**config.mk**
```make
export PLATFORM = sky130hd
export DESIGN_NAME = bank_controller_with_rtc
export DESIGN_NICKNAME = d
export VERILOG_FILES = /design/src/rtl/core/bcrtc_pkg.sv /design/src/rtl/core/bcrtc_rtc.sv /design/src/rtl/core/bcrtc_map.sv /design/src/rtl/core/bank_controller_with_rtc.sv
export SDC_FILE = /design/constraint.sdc
export NUM_CORES = 1
export LEC_CHECK = 0
export ABC_AREA = 1
export BUFFER_PORTS_ARGS = -buffer_cell sky130_fd_sc_hd__buf_4
export CAP_MARGIN = 20
export CORE_AREA = 2 2 148 150
export CTS_CLUSTER_DIAMETER = 200
export CTS_CLUSTER_SIZE = 30
export DETAILED_ROUTE_END_ITERATION = 7
export DIE_AREA = 0 0 150 152
export PLACE_DENSITY = 0.67
export REMOVE_ABC_BUFFERS = 1
export SYNTH_ARGS = -nofsm -noshare
export SYNTH_HDL_FRONTEND = slang
export SYNTH_SLANG_ARGS = --single-unit
```
**constraint.sdc**
```tcl
create_clock -name i_clk -period 3.85 [get_ports i_clk]
set_input_delay 0.77 -clock i_clk [delete_from_list [all_inputs] [get_ports i_clk]]
set_output_delay 0.77 -clock i_clk [all_outputs]
set_load 0.01 [all_outputs]
```
**src/rtl/core/bcrtc_pkg.sv**
```systemverilog
package bcrtc_pkg;

    // item kinds
    localparam logic [1:0] KIND_CTRL   = 2'd0;
    localparam logic [1:0] KIND_RAM_WR = 2'd1;
    localparam logic [1:0] KIND_RAM_RD = 2'd2;
    localparam logic [1:0] KIND_TICK   = 2'd3;

    // control write regions, address bits 14..13
    localparam logic [1:0] REG_RAM_EN   = 2'd0;
    localparam logic [1:0] REG_ROM_BANK = 2'd1;
    localparam logic [1:0] REG_RAM_BANK = 2'd2;
    localparam logic [1:0] REG_LATCH    = 2'd3;

    // clock register numbers
    localparam logic [7:0] RTC_SEC  = 8'h08;
    localparam logic [7:0] RTC_MIN  = 8'h09;
    localparam logic [7:0] RTC_HOUR = 8'h0A;
    localparam logic [7:0] RTC_DAY  = 8'h0B;
    localparam logic [7:0] RTC_CTRL = 8'h0C;

    // configuration register indexes
    localparam logic [1:0] CFG_ROM_MASK    = 2'd0;
    localparam logic [1:0] CFG_RAM_MASK    = 2'd1;
    localparam logic [1:0] CFG_RAM_PRESENT = 2'd2;

    localparam int CFG_IDX_W = 2;
    localparam int CFG_W     = 15;

    localparam logic [7:0] BYTE_NONE   = 8'hFF;
    localparam logic [7:0] RAM_EN_KEY  = 8'h0A;

    typedef struct packed {
        logic [1:0]  kind;
        logic [15:0] address;
        logic [7:0]  data;
    } t_item;

    // one-cycle commands from the mapper to the clock registers
    typedef struct packed {
        logic       tick;
        logic       wr_en;
        logic       latch;
        logic [7:0] sel;
        logic [7:0] wdata;
    } t_rtc_ctrl;

    typedef struct packed {
        logic [6:0]  rom_bank;
        logic [14:0] ram_address;
        logic        ram_write;
        logic        ram_read;
        logic [7:0]  ram_write_data;
        logic [7:0]  read_data;
    } t_result;

endpackage

```
**src/rtl/core/bcrtc_rtc.sv**
```systemverilog
module bcrtc_rtc
    import bcrtc_pkg::*;
(
    input  logic      i_clk,
    input  logic      i_rst_n,
    input  t_rtc_ctrl i_ctrl,
    output logic [7:0] o_rdata
);

    logic [7:0] r_live_sec, r_live_min, r_live_hour, r_live_ctrl;
    logic [8:0] r_live_day;
    logic [7:0] r_held_sec, r_held_min, r_held_hour, r_held_day, r_held_ctrl;

    logic [7:0] n_live_sec, n_live_min, n_live_hour, n_live_ctrl;
    logic [8:0] n_live_day;

    logic [8:0] s_sec, s_min, s_hour;
    logic [9:0] s_day;
    logic [7:0] s_ctrl;

    // one second with carries
    always_comb begin
        s_sec  = {1'b0, r_live_sec} + 9'd1;
        s_min  = {1'b0, r_live_min};
        s_hour = {1'b0, r_live_hour};
        s_day  = {1'b0, r_live_day};
        s_ctrl = r_live_ctrl;
        if (s_sec > 9'd59) begin
            s_sec = s_sec - 9'd60;
            s_min = s_min + 9'd1;
        end
        if (s_min > 9'd59) begin
            s_min  = s_min - 9'd60;
            s_hour = s_hour + 9'd1;
        end
        if (s_hour > 9'd23) begin
            s_hour = s_hour - 9'd24;
            s_day  = s_day + 10'd1;
        end
        if (s_day > 10'd255) begin
            if (s_day > 10'd511) begin
                s_day     = {1'b0, s_day[8:0]};
                s_ctrl[7] = 1'b1;
            end
            s_ctrl[0] = (s_day > 10'd255);
        end
    end

    always_comb begin
        n_live_sec  = r_live_sec;
        n_live_min  = r_live_min;
        n_live_hour = r_live_hour;
        n_live_day  = r_live_day;
        n_live_ctrl = r_live_ctrl;
        if (i_ctrl.tick) begin
            n_live_sec  = s_sec[7:0];
            n_live_min  = s_min[7:0];
            n_live_hour = s_hour[7:0];
            n_live_day  = s_day[8:0];
            n_live_ctrl = s_ctrl;
        end else if (i_ctrl.wr_en) begin
            case (i_ctrl.sel)
                RTC_SEC:  n_live_sec  = i_ctrl.wdata;
                RTC_MIN:  n_live_min  = i_ctrl.wdata;
                RTC_HOUR: n_live_hour = i_ctrl.wdata;
                RTC_DAY:  n_live_day  = {1'b0, i_ctrl.wdata};
                RTC_CTRL: n_live_ctrl = {r_live_ctrl[7], 7'd0} | i_ctrl.wdata;
                default:  ;
            endcase
        end
    end

    always_ff @(posedge i_clk) begin
        if (!i_rst_n) begin
            r_live_sec  <= '0;
            r_live_min  <= '0;
            r_live_hour <= '0;
            r_live_day  <= '0;
            r_live_ctrl <= '0;
            r_held_sec  <= '0;
            r_held_min  <= '0;
            r_held_hour <= '0;
            r_held_day  <= '0;
            r_held_ctrl <= '0;
        end else begin
            r_live_sec  <= n_live_sec;
            r_live_min  <= n_live_min;
            r_live_hour <= n_live_hour;
            r_live_day  <= n_live_day;
            r_live_ctrl <= n_live_ctrl;
            if (i_ctrl.latch) begin
                r_held_sec  <= r_live_sec;
                r_held_min  <= r_live_min;
                r_held_hour <= r_live_hour;
                r_held_day  <= r_live_day[7:0];
                r_held_ctrl <= r_live_ctrl;
            end
        end
    end

    always_comb begin
        case (i_ctrl.sel)
            RTC_SEC:  o_rdata = r_held_sec;
            RTC_MIN:  o_rdata = r_held_min;
            RTC_HOUR: o_rdata = r_held_hour;
            RTC_DAY:  o_rdata = r_held_day;
            RTC_CTRL: o_rdata = r_held_ctrl;
            default:  o_rdata = BYTE_NONE;
        endcase
    end

endmodule

```
**src/rtl/core/bcrtc_map.sv**
```systemverilog
module bcrtc_map
    import bcrtc_pkg::*;
(
    input  logic                 i_clk,
    input  logic                 i_rst_n,
    input  logic                 i_cfg_we,
    input  logic [CFG_IDX_W-1:0] i_cfg_index,
    input  logic [CFG_W-1:0]     i_cfg_data,
    input  logic                 i_step,
    input  t_item                i_item,
    input  logic [7:0]           i_rtc_rdata,
    output t_rtc_ctrl            o_rtc_ctrl,
    output t_result              o_result
);

    logic [6:0]  r_rom_mask;
    logic [14:0] r_ram_mask;
    logic        r_ram_present;

    logic        r_ram_en, n_ram_en;
    logic [6:0]  r_rom_bank, n_rom_bank;
    logic [14:0] r_ram_offset, n_ram_offset;
    logic        r_clock_mode, n_clock_mode;
    logic [7:0]  r_clock_sel, n_clock_sel;
    logic        r_latch_armed, n_latch_armed;

    logic [14:0] s_ram_addr;
    logic        s_clock_acc;

    assign s_ram_addr  = r_ram_offset + {2'b00, i_item.address[12:0]};
    assign s_clock_acc = r_ram_en && r_clock_mode;

    always_comb begin
        n_ram_en      = r_ram_en;
        n_rom_bank    = r_rom_bank;
        n_ram_offset  = r_ram_offset;
        n_clock_mode  = r_clock_mode;
        n_clock_sel   = r_clock_sel;
        n_latch_armed = r_latch_armed;

        o_rtc_ctrl       = '0;
        o_rtc_ctrl.sel   = r_clock_sel;
        o_rtc_ctrl.wdata = i_item.data;

        o_result                = '0;
        o_result.read_data      = BYTE_NONE;

        case (i_item.kind)
            KIND_CTRL: begin
                case (i_item.address[14:13])
                    REG_RAM_EN: begin
                        n_ram_en = ((i_item.data & RAM_EN_KEY) == RAM_EN_KEY);
                    end
                    REG_ROM_BANK: begin
                        n_rom_bank = (i_item.data[6:0] == 7'd0) ? 7'd1 : i_item.data[6:0];
                    end
                    REG_RAM_BANK: begin
                        if (i_item.data < 8'd8) begin
                            n_clock_mode = 1'b0;
                            n_ram_offset = {i_item.data[1:0], 13'd0} & r_ram_mask;
                        end else if (r_ram_en) begin
                            n_clock_mode = 1'b1;
                            n_clock_sel  = i_item.data;
                        end
                    end
                    default: begin
                        // latch on a zero then one sequence
                        o_rtc_ctrl.latch = i_step && !r_latch_armed && (i_item.data == 8'd1);
                        if (i_item.data <= 8'd1) begin
                            n_latch_armed = i_item.data[0];
                        end
                    end
                endcase
            end
            KIND_RAM_WR: begin
                if (r_ram_en) begin
                    if (!r_clock_mode) begin
                        if (r_ram_present) begin
                            o_result.ram_address    = s_ram_addr;
                            o_result.ram_write      = 1'b1;
                            o_result.ram_write_data = i_item.data;
                        end
                    end else begin
                        o_rtc_ctrl.wr_en = i_step;
                    end
                end
            end
            KIND_RAM_RD: begin
                if (r_ram_en && !r_clock_mode) begin
                    o_result.ram_address = s_ram_addr;
                    o_result.ram_read    = 1'b1;
                end else if (s_clock_acc) begin
                    o_result.read_data = i_rtc_rdata;
                end
            end
            default: begin
                o_rtc_ctrl.tick = i_step;
            end
        endcase

        // rom bank reported after this item's update
        o_result.rom_bank = n_rom_bank & r_rom_mask;
    end

    always_ff @(posedge i_clk) begin
        if (!i_rst_n) begin
            r_rom_mask    <= 7'h7F;
            r_ram_mask    <= 15'h7FFF;
            r_ram_present <= 1'b1;
        end else if (i_cfg_we) begin
            case (i_cfg_index)
                CFG_ROM_MASK:    r_rom_mask    <= i_cfg_data[6:0];
                CFG_RAM_MASK:    r_ram_mask    <= i_cfg_data[14:0];
                CFG_RAM_PRESENT: r_ram_present <= i_cfg_data[0];
                default:         ;
            endcase
        end
    end

    always_ff @(posedge i_clk) begin
        if (!i_rst_n) begin
            r_ram_en      <= 1'b0;
            r_rom_bank    <= 7'd1;
            r_ram_offset  <= '0;
            r_clock_mode  <= 1'b0;
            r_clock_sel   <= '0;
            r_latch_armed <= 1'b0;
        end else if (i_step) begin
            r_ram_en      <= n_ram_en;
            r_rom_bank    <= n_rom_bank;
            r_ram_offset  <= n_ram_offset;
            r_clock_mode  <= n_clock_mode;
            r_clock_sel   <= n_clock_sel;
            r_latch_armed <= n_latch_armed;
        end
    end

endmodule

```
**src/rtl/core/bank_controller_with_rtc.sv**
```systemverilog
// Cartridge bank controller with real-time clock. Each input item is a control write,
// an external RAM write, an external RAM read or a one-second tick; each gives exactly one
// result item with the masked ROM bank, the RAM address and strobes, the byte to write and
// the latched clock value (0xFF when RAM is disabled or the register is unknown). Items are
// taken one per clock while the result side keeps taking: an item is held in the input
// register, is decoded against the bank and clock state in a single pass, and its result
// lands in the output register. A stalled result holds one further item in the input
// register. Configuration writes take effect on the next clock and are meant for idle periods.
module bank_controller_with_rtc
    import bcrtc_pkg::*;
(
    input  logic                 i_clk,
    input  logic                 i_rst_n,
    // configuration write port
    input  logic                 i_cfg_we,
    input  logic [CFG_IDX_W-1:0] i_cfg_index,
    input  logic [CFG_W-1:0]     i_cfg_data,
    // input items
    input  logic                 s_axis_tvalid,
    output logic                 s_axis_tready,
    input  logic [23:0]          s_axis_tdata,   // address[15:0], data[23:16]
    input  logic [1:0]           s_axis_tuser,   // kind[1:0]
    // result items
    output logic                 m_axis_tvalid,
    input  logic                 m_axis_tready,
    // rom_bank[6:0], ram_address[21:7], ram_write[22], ram_read[23],
    // ram_write_data[31:24], read_data[39:32]
    output logic [39:0]          m_axis_tdata
);

    t_item     r_in;
    logic      r_in_valid;
    t_result   r_out;
    logic      r_out_valid;

    logic      s_advance;
    logic      s_accept;
    t_result   s_result;
    t_rtc_ctrl s_rtc_ctrl;
    logic [7:0] s_rtc_rdata;

    // input register moves on whenever the output register is free or being emptied
    assign s_advance     = r_in_valid && (!r_out_valid || m_axis_tready);
    assign s_axis_tready = !r_in_valid || s_advance;
    assign s_accept      = s_axis_tvalid && s_axis_tready;

    always_ff @(posedge i_clk) begin
        if (!i_rst_n) begin
            r_in_valid <= 1'b0;
        end else if (s_accept) begin
            r_in_valid <= 1'b1;
        end else if (s_advance) begin
            r_in_valid <= 1'b0;
        end
    end

    always_ff @(posedge i_clk) begin
        if (s_accept) begin
            r_in.kind    <= s_axis_tuser;
            r_in.address <= s_axis_tdata[15:0];
            r_in.data    <= s_axis_tdata[23:16];
        end
    end

    // bank registers, config and the result decode
    bcrtc_map u_map (
        .i_clk       (i_clk),
        .i_rst_n     (i_rst_n),
        .i_cfg_we    (i_cfg_we),
        .i_cfg_index (i_cfg_index),
        .i_cfg_data  (i_cfg_data),
        .i_step      (s_advance),
        .i_item      (r_in),
        .i_rtc_rdata (s_rtc_rdata),
        .o_rtc_ctrl  (s_rtc_ctrl),
        .o_result    (s_result)
    );

    // live and latched clock registers
    bcrtc_rtc u_rtc (
        .i_clk   (i_clk),
        .i_rst_n (i_rst_n),
        .i_ctrl  (s_rtc_ctrl),
        .o_rdata (s_rtc_rdata)
    );

    always_ff @(posedge i_clk) begin
        if (!i_rst_n) begin
            r_out_valid <= 1'b0;
        end else if (s_advance) begin
            r_out_valid <= 1'b1;
        end else if (m_axis_tready) begin
            r_out_valid <= 1'b0;
        end
    end

    always_ff @(posedge i_clk) begin
        if (s_advance) begin
            r_out <= s_result;
        end
    end

    assign m_axis_tvalid = r_out_valid;
    assign m_axis_tdata  = {r_out.read_data, r_out.ram_write_data, r_out.ram_read,
                            r_out.ram_write, r_out.ram_address, r_out.rom_bank};

    // a result waiting on a stalled sink is never dropped
    a_out_kept: assert property (@(posedge i_clk) disable iff (!i_rst_n)
        r_out_valid && !m_axis_tready |=> r_out_valid)
        else $error("result item lost while stalled");

    // a full input register only takes a new item when its own item moves on
    a_in_no_overwrite: assert property (@(posedge i_clk) disable iff (!i_rst_n)
        s_accept && r_in_valid |-> s_advance)
        else $error("input register overwritten");

    // ram strobes exclude each other and a strobed read leaves read_data at 0xFF
    a_strobe_fields: assert property (@(posedge i_clk) disable iff (!i_rst_n)
        r_out_valid && r_out.ram_read |->
            !r_out.ram_write && r_out.ram_write_data == 8'd0 && r_out.read_data == BYTE_NONE)
        else $error("inconsistent ram read result");

endmodule
```
==> reports/metrics.json, run 1 <==
{
  "mappedNetlistArea_um2": 8350,
  "worstPathArrival_ns": 3.85,
  "switchingPower_mw": 0.907,
  "run_status": "finished, final reports clean",
  "worst_ep_required_time_ns": 4.19,
  "antenna_found_initial": 0,
  "setup_viol": 0,
  "timing.critical_path.to_type": "flip-flop",
  "dp_hpwl_mm": 13.8,
  "power_density_nw_per_um2": 404,
  "max-cap-violations": 0,
  "post-place-ws_ns": 0.337,
  "h_tree_depth": 4,
  "postCtsSetupRepairBufs": 0,
  "holdBufCountCts": 0,
  "holdWs_ns": 0.445,
  "via_count": 6891,
  "post-route-worst-setup-slack_ns": 0.337,
  "area.growth.synth_to_final_pct": 18.1,
  "number_of_distinct_library_cell_variants_in_the_gate_level_netlist_after_synthesis": 40,
  "core_area_um2": 21400,
  "global_route.overflow_total": 0,
  "finalClockSkew_ns": 0.0121,
  "min_path_cells": 2,
  "worst_path_largest_cell_delay_ns": 0.34,
  "tightestPinTransition_ns": 0.975,
  "detail_route.first_pass.iterations": 6,
  "fin_util_pct": 46.2,
  "syn-instance-count": 1000,
  "drt.antenna.violating_nets": 0,
  "placed_cells": 1338,
  "cts_sinks": 178,
  "core.rowCount": 54,
  "rr_worst_depth": 28,
  "clock_latency_ns": 0.44,
  "synth-edff-count": 65,
  "tns_ns": 0,
  "wl_per_cell_um": 14.3,
  "unrepaired_setup_endpoints_after_global_routing": "no",
  "first_global_vias": 6329,
  "routed_via_density": 5.03,
  "pin_count_of_the_biggest_net_entering_global_routing": 75,
  "grt_first_pass_wirelength_mm": 31.9,
  "post_layout_nonfiller_instances": 1370,
  "ys_seq_area_share_pct": 50.5,
  "timing.critical_path.mode_cell": "sky130_fd_sc_hd__nand2_1",
  "critical_path.reg2reg.endpoint": "u_rtc.r_live_ctrl[0]",
  "holdCritPathClass": "flip-flop to flip-flop",
  "yosysWarnings": 0,
  "min_period_over_period_pct": 91.2,
  "postCtsResizedCells": 0,
  "peak_supply_drop_mv": 0.283,
  "fraction_of_power_consumed_by_combinational_cells_pct": 5.1,
  "r2r-start": "u_rtc.r_live_sec[1]",
  "worst_hold_startpoint": "u_rtc.r_held_hour[1]",
  "global_route.peak_usage_layer": "met2",
  "remaining_drc_errors": 0,
  "fraction_of_layout_cells_with_a_size_suffix_above_1_pct": 15.4,
  "cp_max_fanout": 23,
  "fp.dieArea_um2": 22800,
  "tritoncts": "built",
  "initial_core_utilization_pct": 39.1,
  "async_flop_share_pct": 0,
  "placement.io_buffers": 82,
  "critical_path_class": "flip-flop to flip-flop",
  "power.leakage_nw": 3.84,
  "achievable_frequency_mhz": 285,
  "timing.critical_path.slowest_stage_cell": "sky130_fd_sc_hd__dfxtp_1",
  "dr.first_iter.drc_count": 524,
  "nets": 1137,
  "synth-main-ff-cell": "sky130_fd_sc_hd__dfxtp_1",
  "slew_viol_final": 0,
  "grt_use_total_pct": 17.6,
  "p_seq_share_pct": 50.7,
  "met3_demand_to_capacity_share_in_global_routing_pct": 3.12,
  "cts-root-to-sink-buffers": 2,
  "chipWidth_um": 150,
  "power.clock.fraction_pct": 44.2,
  "timing.slew.headroom_pct": 34.9,
  "timing.final.hold_violations": 0,
  "floorplan.io_pins": 90,
  "global_route.usage.met1_pct": 24.6,
  "period_minus_ws_final_ns": 3.51,
  "power.share.switching_pct": 22.8,
  "wirelength_mm": 19.6,
  "cts_buffers": 17,
  "synth_seq_cells": 178,
  "cts_root_buffer": "sky130_fd_sc_hd__clkbuf_16",
  "r2r_slack_ns": 0.34,
  "synth_area_per_cell_um2": 8.35,
  "critical_path.startpoint_type": "flip-flop",
  "clk_pin_slew_ns": 0.07,
  "insertedDiodeCount": 0,
  "die_y_um": 152,
  "hold_end": "u_rtc.r_held_hour[1]",
  "grt_util_met2_pct": 27.3,
  "p_int_mw": 3.08,
  "place.gp.congestion": 0.849
}
-- cells in the mapped netlist (13+ instances only) --
cell type                    n  share of area, %
sky130_fd_sc_hd__dfxtp_1   113                27
sky130_fd_sc_hd__edfxtp_1   65                23
sky130_fd_sc_hd__xor2_1     18               1.9
sky130_fd_sc_hd__nand2_1   147               6.6
sky130_fd_sc_hd__o211ai_1   28               2.5
sky130_fd_sc_hd__nor3_1     13              0.78
sky130_fd_sc_hd__nor3b_1    16               1.4
sky130_fd_sc_hd__clkbuf_1   30               1.3
sky130_fd_sc_hd__nand3_1    47               2.8
sky130_fd_sc_hd__o22ai_1    15               1.1
sky130_fd_sc_hd__a21oi_1   102               6.1
sky130_fd_sc_hd__o21ai_0    77               4.6
sky130_fd_sc_hd__a31oi_1    19               1.4
sky130_fd_sc_hd__nor2_1     67               3.0
sky130_fd_sc_hd__nand2_2    13              0.97
sky130_fd_sc_hd__inv_1     153               6.9
-- cells by family (layout without fill, tap and decap cells) --
group,Yosys count,count (layout),share of synthesized area (%)
compound gates,255,255,17.0
xor+xnor,18,18,1.89
fa+ha+maj,12,12,1.80
buf+inv,199,289,9.43
flops,178,178,50.5
simple gates,338,338,19.4
-- how the worst max path moves through the flow --
stage / startpoint / end / slack (ns)
floorplan: m_axis_tready / u_rtc.r_live_min[6] / 0.33
global placement: u_rtc.r_live_sec[0] / u_rtc.r_live_ctrl[0] / 0.38
detailed placement: u_rtc.r_live_sec[1] / u_rtc.r_live_ctrl[0] / 0.34
CTS: u_rtc.r_live_sec[0] / u_rtc.r_live_ctrl[0] / 0.32
global route: u_rtc.r_live_sec[1] / u_rtc.r_live_ctrl[0] / 0.02
finish: u_rtc.r_live_sec[1] / u_rtc.r_live_ctrl[0] / 0.34
-- power groups by stage --
stage                     sequential, mW  combinational, mW  clock [mW]
after floorplan                     2.06             0.0912           0
after global placement              2.06              0.200           0
after detailed placement            2.06              0.202           0
after CTS                           2.02              0.203        1.79
after global routing                2.02              0.224        1.86
final                               2.02              0.201        1.76
-- critical path: cells and delay by family (launching register included) --
family        cells  cell delay, ns
buf+inv           6            0.39
flops             1            0.34
fa+ha+maj         3            0.68
simple gates     19            2.00
-- flip-flops by register name, indices dropped and copies added (netlist names), 2 cells and up --
register,flops
m_axis_tdata,40
r_in,25
u_rtc.r_live_day,9
u_map.r_clock_sel,8
u_rtc.r_held_ctrl,8
u_rtc.r_held_day,8
u_rtc.r_held_hour,8
u_rtc.r_held_min,8
u_rtc.r_held_sec,8
u_rtc.r_live_ctrl,8
u_rtc.r_live_hour,8
u_rtc.r_live_min,8
u_rtc.r_live_sec,8
u_map.r_rom_bank,7
u_map.r_rom_mask,7
u_map.r_ram_mask,2
u_map.r_ram_offset,2
-- final cells by class --
class                   count  area, um^2
clock buffers              19         454
clock inverters            13         148
fillers                  2070       11500
inverters                 161         604
multi-input cells         623        3360
flip-flops and latches    178        4210
well taps                 280         350
repair buffers             96         733
-- per-layer routing --
metal	part of all wire [%]	vias up
met1	47	3180
met4	1.6	0
met2	47	176
met3	5.1	23
li1	-	3512
met5	0	-
-- cells in the final DEF, fill, tap and decap left out, drive strengths merged, types with 9 or more instances in the layout --
master | Yosys | layout
a21oi | 103 | 103
a31oi | 19 | 19
buf | 7 | 96
clkbuf | 31 | 19
clkinv | 5 | 9
dfxtp | 113 | 113
edfxtp | 65 | 65
ha | 12 | 12
inv | 156 | 162
nand2 | 166 | 166
nand3 | 51 | 51
nand4 | 10 | 10
nor2 | 73 | 73
nor3 | 13 | 13
nor3b | 16 | 16
o211ai | 28 | 28
o21ai | 86 | 86
o22ai | 15 | 15
xor2 | 18 | 18
-- stage by stage --
step | instance area, um^2 | power (mW)
after floorplan | 8170 | 2.15
after global placement | 9260 | 2.26
after detailed placement | 9260 | 2.26
after CTS | 9860 | 4.01
after global routing | 9860 | 4.10
final | 9860 | 3.98
Note: power is estimated with default switching activity, not from simulation.
==> run 2: changes to the inputs <==
--- a/config.mk
+++ b/config.mk
@@ -13,6 +13,7 @@
 export CTS_CLUSTER_SIZE = 30
 export DETAILED_ROUTE_END_ITERATION = 7
 export DIE_AREA = 0 0 150 152
+export GPL_TIMING_DRIVEN = 0
 export PLACE_DENSITY = 0.67
 export REMOVE_ABC_BUFFERS = 1
 export SYNTH_ARGS = -nofsm -noshare
==> run 2 against run 1 <==
Against the previous run: hold slack gained 0.00074 ns; largest power group unchanged; fmax grew 0.38%; sequential share of layout area increased by 0.19 points; highest routed layer unchanged; critical endpoint unchanged; wire length increased by 2.3%; sequential power hardly changed; register-to-register slack is essentially flat.
==> reports/metrics.json, run 2 (same netlist as run 1, synthesis figures left out) <==
{
  "cp_max_fanout": {"value": 23, "change": "unchanged"},
  "final_common_cell": "sky130_fd_sc_hd__inv_1",
  "wl_per_cell": {"value": 14.7, "unit": "um", "change": "+2.5%"},
  "timing.critical_path.slowest_stage_cell": "sky130_fd_sc_hd__dfxtp_2",
  "placed_cells": {"value": 1330, "change": "-0.60%"},
  "critical_path_class": "flip-flop to flip-flop",
  "timing.slew.headroom": {"value": 32.6, "unit": "%", "change": "-2.3 points"},
  "run_status": "finished, final reports clean",
  "finalClockSkew": {"value": 0.0133, "unit": "ns", "change": "+0.00123 ns"},
  "post-route-worst-setup-slack": {"value": 0.351, "unit": "ns", "change": "+0.0133 ns"},
  "tritoncts": "built",
  "place.gp.congestion": {"value": 0.851, "change": "+0.19%"},
  "switchingPower": {"value": 0.920, "unit": "mW", "change": "+1.4%"},
  "achievable_frequency": {"value": 286, "unit": "MHz", "change": "+0.38%"},
  "timing.critical_path.mode_cell": "sky130_fd_sc_hd__nand2_1",
  "initial_core_utilization": {"value": 39.1, "unit": "%", "change": "unchanged"},
  "cts_sinks": {"value": 178, "change": "unchanged"},
  "chipWidth": {"value": 150, "unit": "um", "change": "unchanged"},
  "global_route.overflow_total": {"value": 0, "change": "unchanged"},
  "pin_count_of_the_biggest_net_entering_global_routing": {"value": 76, "change": "+1.3%"},
  "remaining_drc_errors": {"value": 0, "change": "unchanged"},
  "via_count": {"value": 6962, "change": "+1.0%"},
  "p_seq_share": {"value": 52.5, "unit": "%", "change": "+1.8 points"},
  "area.growth.synth_to_final_pct": 17.8,
  "fp.dieArea": {"value": 22800, "unit": "um^2", "change": "unchanged"},
  "detail_route.first_pass.iterations": {"value": 5, "change": "-1"},
  "post_layout_nonfiller_instances": {"value": 1367, "change": "-0.22%"},
  "grt_first_pass_wirelength": {"value": 32.8, "unit": "mm", "change": "+2.9%"},
  "nets": {"value": 1134, "change": "-0.26%"},
  "fraction_of_power_consumed_by_combinational_cells": {"value": 5.2, "unit": "%", "change": "about the same"},
  "holdCritPathClass": "flip-flop to flip-flop",
  "cts-root-to-sink-buffers": {"value": 2, "change": "unchanged"},
  "critical_path.startpoint_type": "flip-flop",
  "placement.io_buffers": {"value": 82, "change": "unchanged"},
  "p_int": {"value": 2.93, "unit": "mW", "change": "-4.8%"},
  "dp_hpwl": {"value": 14.0, "unit": "mm", "change": "+1.3%"},
  "tightestPinTransition": {"value": 1.01, "unit": "ns", "change": "+0.0344 ns"},
  "floorplan.io_pins": {"value": 90, "change": "unchanged"},
  "clk_pin_slew": {"value": 0.07, "unit": "ns", "change": "about the same"},
  "max-cap-violations": {"value": 0, "change": "unchanged"},
  "dr.first_iter.drc_count": {"value": 529, "change": "+0.95%"},
  "worst_path_largest_cell_delay": {"value": 0.43, "unit": "ns", "change": "+0.09 ns"},
  "post-place-ws": {"value": -0.0172, "unit": "ns", "change": "-0.355 ns"},
  "min_period_over_period": {"value": 90.9, "unit": "%", "change": "-0.35 points"},
  "worst_ep_required_time": {"value": 4.18, "unit": "ns", "change": "about the same"},
  "worstPathArrival": {"value": 3.83, "unit": "ns", "change": "-0.02 ns"},
  "core.rowCount": {"value": 54, "change": "unchanged"},
  "setup_viol": {"value": 0, "change": "unchanged"},
  "cts_root_buffer": "sky130_fd_sc_hd__clkbuf_16",
  "first_global_vias": {"value": 6478, "change": "+2.4%"},
  "insertedDiodeCount": {"value": 0, "change": "unchanged"},
  "routed_via_density": {"value": 5.09, "change": "+1.3%"},
  "fraction_of_layout_cells_with_a_size_suffix_above_1": {"value": 15.5, "unit": "%", "change": "+0.043 points"},
  "clock_latency": {"value": 0.43, "unit": "ns", "change": "about the same"},
  "unrepaired_setup_endpoints_after_global_routing": "no",
  "timing.final.hold_violations": {"value": 0, "change": "unchanged"},
  "cts_buffers": {"value": 17, "change": "unchanged"},
  "nFillCells": {"value": 2104, "change": "+1.6%"},
  "period_minus_ws_final": {"value": 3.50, "unit": "ns", "change": "-0.0133 ns"},
  "drt.antenna.violating_nets": {"value": 0, "change": "unchanged"},
  "die_y": {"value": 152, "unit": "um", "change": "unchanged"},
  "power.leakage": {"value": 3.81, "unit": "nW", "change": "-0.81%"},
  "wirelength": {"value": 20.1, "unit": "mm", "change": "+2.3%"},
  "slew_viol_final": {"value": 0, "change": "unchanged"},
  "timing.critical_path.to_type": "flip-flop",
  "h_tree_depth": {"value": 4, "change": "unchanged"},
  "holdWs": {"value": 0.446, "unit": "ns", "change": "+0.000739 ns"},
  "power.clock.fraction": {"value": 42.3, "unit": "%", "change": "-1.9 points"},
  "power_density": {"value": 391, "unit": "nW/um^2", "change": "-3.2%"},
  "largest_register_ff_count": {"value": 40, "change": "unchanged"},
  "power.share.switching": {"value": 23.9, "unit": "%", "change": "+1.1 points"},
  "peak_supply_drop": {"value": 0.304, "unit": "mV", "change": "+7.4%"},
  "mostFrequentLayoutCells": "sky130_fd_sc_hd__inv_1 (153), sky130_fd_sc_hd__nand2_1 (147), sky130_fd_sc_hd__dfxtp_1 (109)",
  "core_area": {"value": 21400, "unit": "um^2", "change": "unchanged"},
  "fin_total_pwr": {"value": 3.85, "unit": "mW", "change": "-3.4%"},
  "fin_util": {"value": 46.1, "unit": "%", "change": "-0.12 points"},
  "grt_use_total": {"value": 17.9, "unit": "%", "change": "+0.39 points"},
  "antenna_found_initial": {"value": 0, "change": "unchanged"}
}
## run 2: routing by layer
metal  vias to the layer above  global-route usage [%]  share of wire [%]
li1                       3505                       -                  -
met1                      3257                    25.3                 47
met2                       164                    27.6                 46
met3                        36                    3.48                4.7
met4                         0                    5.93                2.2
met5                         -                       0                  0
## run 2: cell type report
class	instances	area, um^2	share of cell area (%)
Clock inverter	12	98.8	1.01
Timing Repair Buffer	93	733	7.46
Sequential cell	178	4220	42.9
Inverter	161	607	6.17
Multi-Input combinational cell	623	3380	34.3
Tap cell	280	350	3.56
Clock buffer	20	447	4.54
## run 2: worst paths after layout
kind                   startpoint                   end  slack (ns)  depth (start not counted)
max reg2reg   u_rtc.r_live_sec[1]  u_rtc.r_live_ctrl[0]        0.35                         31
min          u_rtc.r_held_hour[1]  u_rtc.r_held_hour[1]        0.45                          2
min reg2reg  u_rtc.r_held_hour[1]  u_rtc.r_held_hour[1]        0.45                          2
max           u_rtc.r_live_sec[1]  u_rtc.r_live_ctrl[0]        0.35                         31
## run 2: worst max-delay path: cells and delay by family (launching register included)
| family | cells | cell delay [ns] |
|---|---|---|
| AND/OR/NAND/NOR | 20 | 1.87 |
| buffers and inverters | 8 | 0.64 |
| flip-flops | 1 | 0.43 |
| adder cells (fa/ha/maj) | 2 | 0.38 |
| AO/OA/AOI/OAI | 1 | 0.05 |
## run 2: power groups by stage
stage	registers [mW]	clock network, mW	logic [mW]
after floorplan	2.06	0	0.0912
after global placement	2.06	0	0.193
after detailed placement	2.06	0	0.202
after CTS	2.02	1.66	0.202
after global routing	2.02	1.73	0.224
final	2.02	1.63	0.202
## run 2: per-stage QoR
step	instance area, um^2	setup TNS (ns)
2_1_floorplan	8170	0
6_report	9830	0
3_5_place_dp	9220	-0.0172
3_3_place_gp	9130	-59.86
4_1_cts	9770	0
5_1_grt	9830	0
## run 2: repair_timing
action                                 in CTS  in global routing
endpoints found under the hold margin       0                  0
gates resized for setup                     0                  9
setup endpoints to repair                   0                 16
hold buffers                                0                  0
setup buffers                               0                  5
==> run 3: changes to the inputs <==
--- a/config.mk
+++ b/config.mk
@@ -5,16 +5,15 @@
 export SDC_FILE = /design/constraint.sdc
 export NUM_CORES = 1
 export LEC_CHECK = 0
-export ABC_AREA = 1
 export BUFFER_PORTS_ARGS = -buffer_cell sky130_fd_sc_hd__buf_4
 export CAP_MARGIN = 20
-export CORE_AREA = 2 2 148 150
+export CORE_AREA = 2 2 149 151
 export CTS_CLUSTER_DIAMETER = 200
 export CTS_CLUSTER_SIZE = 30
 export DETAILED_ROUTE_END_ITERATION = 7
-export DIE_AREA = 0 0 150 152
+export DIE_AREA = 0 0 151 153
 export GPL_TIMING_DRIVEN = 0
-export PLACE_DENSITY = 0.67
+export PLACE_DENSITY = 0.68
 export REMOVE_ABC_BUFFERS = 1
 export SYNTH_ARGS = -nofsm -noshare
 export SYNTH_HDL_FRONTEND = slang
==> run 3 against run 2 <==
Against the previous run: the run now ends with negative setup slack left; via count up 1.9%; critical path depth is 13 lower; sequential power barely moved; highest routed layer unchanged.
==> reports/metrics.json, run 3 <==
{
  "post_synthesis_share_of_cell_area_spent_on_xor_and_xnor_gates": {"value": 1.96, "unit": "%", "change": "+0.067 points"},
  "library_cell_with_the_highest_instance_count_after_synthesis": "sky130_fd_sc_hd__nand2_1",
  "initial_core_utilization": {"value": 39.6, "unit": "%", "change": "+0.50 points"},
  "place.gp.congestion": {"value": 0.854, "change": "+0.42%"},
  "r2r-start": "u_rtc.r_live_sec[1]",
  "routed_via_density": {"value": 5.48, "change": "+7.5%"},
  "wl_per_cell": {"value": 16.6, "unit": "um", "change": "+13%"},
  "dp_hpwl": {"value": 14.0, "unit": "mm", "change": "-0.22%"},
  "syn-instance-count": {"value": 928, "change": "-7.2%"},
  "cts-root-to-sink-buffers": {"value": 2, "change": "unchanged"},
  "cts_sinks": {"value": 178, "change": "unchanged"},
  "fraction_of_power_consumed_by_combinational_cells": {"value": 6.0, "unit": "%", "change": "+0.8 points"},
  "holdWs": {"value": 0.449, "unit": "ns", "change": "+0.00240 ns"},
  "p_int": {"value": 3.08, "unit": "mW", "change": "+5.1%"},
  "core.rowCount": {"value": 54, "change": "unchanged"},
  "core_area": {"value": 21500, "unit": "um^2", "change": "+0.63%"},
  "cts_root_buffer": "sky130_fd_sc_hd__clkbuf_16",
  "holdBufCountCts": {"value": 0, "change": "unchanged"},
  "r2r_slack": {"value": -0.06, "unit": "ns", "change": "-0.41 ns"},
  "cp_max_fanout": {"value": 7, "change": "-70%"},
  "synth_seq_cells": {"value": 178, "change": "unchanged"},
  "min_path_cells": {"value": 2, "change": "unchanged"},
  "synth_mux_area_share": {"value": 5.07, "unit": "%", "change": "+5.1 points"},
  "clk_pin_slew": {"value": 0.07, "unit": "ns", "change": "about the same"},
  "grt_use_total": {"value": 18.7, "unit": "%", "change": "+0.79 points"},
  "nets": {"value": 1062, "change": "-6.3%"},
  "mostFrequentLayoutCells": "sky130_fd_sc_hd__nand2_1 (179), sky130_fd_sc_hd__buf_4 (111), sky130_fd_sc_hd__dfxtp_1 (109)",
  "worst_path_largest_cell_delay": {"value": 0.38, "unit": "ns", "change": "-0.05 ns"},
  "placement.io_buffers": {"value": 82, "change": "unchanged"},
  "synth_top_area_cell": "sky130_fd_sc_hd__dfxtp_1",
  "floorplan.io_pins": {"value": 90, "change": "unchanged"},
  "period_minus_ws_final": {"value": 3.91, "unit": "ns", "change": "+0.407 ns"},
  "insertedDiodeCount": {"value": 0, "change": "unchanged"},
  "adder_and_majority_cell_fraction_of_the_synthesized_area": {"value": 1.76, "unit": "%", "change": "-0.034 points"},
  "cp.buffers_inverters": {"value": 2, "change": "-6"},
  "h_tree_depth": {"value": 4, "change": "unchanged"},
  "critical_path.startpoint_type": "flip-flop",
  "final_common_cell": "sky130_fd_sc_hd__nand2_1",
  "pin_count_of_the_biggest_net_entering_global_routing": {"value": 64, "change": "-16%"},
  "area.growth.synth_to_final_pct": 22.8,
  "grt_first_pass_wirelength": {"value": 34.0, "unit": "mm", "change": "+3.8%"},
  "wirelength": {"value": 21.4, "unit": "mm", "change": "+6.8%"},
  "synthDominantCellAreaShare": {"value": 26.6, "unit": "%", "change": "-0.51 points"},
  "ys_seq_area_share": {"value": 49.5, "unit": "%", "change": "-0.95 points"},
  "die_y": {"value": 153, "unit": "um", "change": "+0.66%"},
  "switchingPower": {"value": 0.928, "unit": "mW", "change": "+0.85%"},
  "via_count": {"value": 7091, "change": "+1.9%"},
  "tightestPinTransition": {"value": 0.948, "unit": "ns", "change": "-0.0613 ns"},
  "peak_supply_drop": {"value": 0.321, "unit": "mV", "change": "+5.6%"},
  "achievable_frequency": {"value": 256, "unit": "MHz", "change": "-10%"},
  "synth_top_family_by_area": "simple AND/OR/NAND/NOR gates",
  "synth-edff-count": {"value": 65, "change": "unchanged"},
  "max-cap-violations": {"value": 0, "change": "unchanged"},
  "timing.critical_path.to_type": "flip-flop",
  "power.clock.fraction": {"value": 43.1, "unit": "%", "change": "+0.8 points"},
  "worst_hold_startpoint": "u_map.r_ram_offset[14]",
  "critical_path.reg2reg.endpoint": "u_rtc.r_live_day[6]",
  "hold_end": "u_map.r_ram_offset[14]",
  "min_period_over_period": {"value": 101, "unit": "%", "change": "+11 points"},
  "finalClockSkew": {"value": 0.00886, "unit": "ns", "change": "-0.00445 ns"},
  "setup_viol": {"value": 2, "change": "+2"},
  "number_of_distinct_library_cell_variants_in_the_gate_level_netlist_after_synthesis": {"value": 78, "change": "+95%"},
  "synth.top_cells.by_count": "sky130_fd_sc_hd__nand2_1 (180), sky130_fd_sc_hd__dfxtp_1 (113), sky130_fd_sc_hd__a21oi_1 (77), sky130_fd_sc_hd__nor2_1 (72), sky130_fd_sc_hd__edfxtp_1 (65)",
  "finalInstanceArea": {"value": 10500, "unit": "um^2", "change": "+6.3%"},
  "post_layout_nonfiller_instances": {"value": 1295, "change": "-5.3%"},
  "synth_area_per_cell": {"value": 9.17, "unit": "um^2", "change": "+9.8%"},
  "largest_register_ff_count": {"value": 40, "change": "unchanged"},
  "clock_latency": {"value": 0.43, "unit": "ns", "change": "about the same"},
  "tritoncts": "built",
  "run_status": "finished, violations left",
  "cts_buffers": {"value": 17, "change": "unchanged"},
  "rr_worst_depth": {"value": 18, "change": "-42%"},
  "violations": "negative setup slack",
  "holdCritPathClass": "flip-flop to flip-flop",
  "p_seq_share": {"value": 51.0, "unit": "%", "change": "-1.5 points"},
  "synth_simple_gate_area_share": {"value": 21.8, "unit": "%", "change": "+2.4 points"},
  "timing.critical_path.slowest_stage_cell": "sky130_fd_sc_hd__dfxtp_4",
  "synth-main-ff-cell": "sky130_fd_sc_hd__dfxtp_1",
  "fin_util": {"value": 48.6, "unit": "%", "change": "+2.6 points"},
  "detail_route.first_pass.iterations": {"value": 5, "change": "unchanged"},
  "remaining_drc_errors": {"value": 0, "change": "unchanged"},
  "async_flop_share": {"value": 0, "unit": "%", "change": "unchanged"},
  "ys_top_cells_by_area": "sky130_fd_sc_hd__dfxtp_1 (27%), sky130_fd_sc_hd__edfxtp_1 (23%), sky130_fd_sc_hd__nand2_1 (7.9%), sky130_fd_sc_hd__a21oi_1 (4.5%), sky130_fd_sc_hd__mux2i_1 (3.9%)",
  "worstPathArrival": {"value": 4.24, "unit": "ns", "change": "+0.41 ns"},
  "first_global_vias": {"value": 6391, "change": "-1.3%"},
  "chipWidth": {"value": 151, "unit": "um", "change": "+0.67%"},
  "slew_viol_final": {"value": 0, "change": "unchanged"},
  "placed_cells": {"value": 1232, "change": "-7.4%"},
  "synth_compound_area_share": {"value": 16.0, "unit": "%", "change": "-1.0 points"},
  "yosysWarnings": {"value": 0, "change": "unchanged"},
  "power.leakage": {"value": 3.80, "unit": "nW", "change": "-0.19%"},
  "power.share.switching": {"value": 23.2, "unit": "%", "change": "-0.74 points"},
  "drt.antenna.violating_nets": {"value": 0, "change": "unchanged"},
  "critical_path_class": "flip-flop to flip-flop",
  "fin_total_pwr": {"value": 4.00, "unit": "mW", "change": "+4.1%"},
  "mappedNetlistArea": {"value": 8510, "unit": "um^2", "change": "+1.9%"},
  "antenna_found_initial": {"value": 0, "change": "unchanged"},
  "crit_path_cell_trace": "ha_4, buf_4, and3_4, nand4_1, and2_2, a31o_4, and3_4, o22ai_4, nand4_1, xnor2_2, ha_2, inv_2, a31oi_1, mux2i_1, o211a_4, nor3b_4, a311oi_1, a311oi_1",
  "unrepaired_setup_endpoints_after_global_routing": "yes",
  "global_route.overflow_total": {"value": 0, "change": "unchanged"},
  "path_delay_family": "compound AO/OA/AOI/OAI gates",
  "timing.final.hold_violations": {"value": 0, "change": "unchanged"},
  "timing.slew.headroom": {"value": 36.7, "unit": "%", "change": "+4.0 points"},
  "power_density": {"value": 383, "unit": "nW/um^2", "change": "-2.1%"},
  "post_dp_cell_area": {"value": 9400, "unit": "um^2", "change": "+1.9%"},
  "fp.dieArea": {"value": 23100, "unit": "um^2", "change": "+1.3%"},
  "fraction_of_layout_cells_with_a_size_suffix_above_1": {"value": 20.5, "unit": "%", "change": "+5.0 points"},
  "post-route-worst-setup-slack": {"value": -0.0561, "unit": "ns", "change": "-0.407 ns"},
  "dr.first_iter.drc_count": {"value": 572, "change": "+8.1%"},
  "worst_ep_required_time": {"value": 4.18, "unit": "ns", "change": "about the same"}
}
-- run 3: cell count changes in the layout (fill, tap and decap cells not counted), sizes merged, moves of 13 or more --
cell,previous run,this run
and2,0,33
buf,93,121
o21ai,86,28
xnor2,0,13
nand2,166,180
mux2i,0,33
nand3,51,27
inv,163,14
a21oi,103,77
o211ai,28,3
-- run 3: cell families after synthesis --
group,after synthesis
and+or+nand+nor,393
adders and majority gates,12
DFF,178
muxes,41
AOI/OAI and AO/OA,204
xor gates and xnor gates,19
buffers and inverters,81
-- run 3: worst max-delay path by stage --
stage                              from             endpoint  slack, ns  cells after the start
finish              u_rtc.r_live_sec[1]  u_rtc.r_live_day[6]      -0.06                     18
global route        u_rtc.r_live_sec[0]  u_rtc.r_live_day[6]      -0.21                     18
CTS                 u_rtc.r_live_sec[1]  u_rtc.r_live_day[6]     -0.003                     18
detailed placement  u_rtc.r_live_sec[1]  u_rtc.r_live_day[5]      -1.63                     18
global placement          m_axis_tready  u_rtc.r_live_day[4]      -3.13                      7
floorplan                 m_axis_tready  u_rtc.r_live_min[7]      -1.11                      9
-- run 3: area by class of cell --
cell class,count,area (um^2)
clock buffer,20,437
multi-input combinational,670,4200
inverter,12,46.3
clock inverter,12,153
sequential,178,4230
timing repair buffer,123,1040
fill,2042,11000
tap,280,350
-- run 3: per-stage QoR --
step / worst slack [ns] / setup TNS, ns
final: -0.0561 / -0.0657
after detailed placement: -1.63 / -20.83
after global placement: -3.13 / -274.82
after floorplan: -1.11 / -80.61
after global routing: -0.214 / -1.73
after CTS: -0.00325 / -0.00516
-- run 3: what timing repair did --
| action | CTS | global route |
|---|---|---|
| buffers inserted | 17 | 12 |
| pin swaps | 7 | 18 |
| hold endpoints to repair | 0 | 0 |
| setup endpoints to repair | 16 | 14 |
| cloned | 1 | 0 |
| resized for setup | 31 | 21 |
-- run 3: tightest hold or removal path, delay by kind of cell, from the launching register on --
family | cells | cell delay (ns)
compound gates | 1 | 0.05
flops | 1 | 0.31
simple gates | 1 | 0.05
-- run 3: per-layer routing --
layer  vias up  wire length, um  global-route usage [%]
met5         -                0                       0
met4         0              357                    4.90
met3        30             1340                    4.48
met2       235            10000                    28.7
met1      3387             9710                    26.6
li1       3439                -                       -
-- run 3: power by group through the flow --
stage / clock, mW / combinational (mW) / sequential [mW]
final: 1.72 / 0.239 / 2.04
after global routing: 1.83 / 0.262 / 2.04
after CTS: 1.75 / 0.228 / 2.04
after detailed placement: 0 / 0.211 / 2.08
after global placement: 0 / 0.193 / 2.08
after floorplan: 0 / 0.105 / 2.07
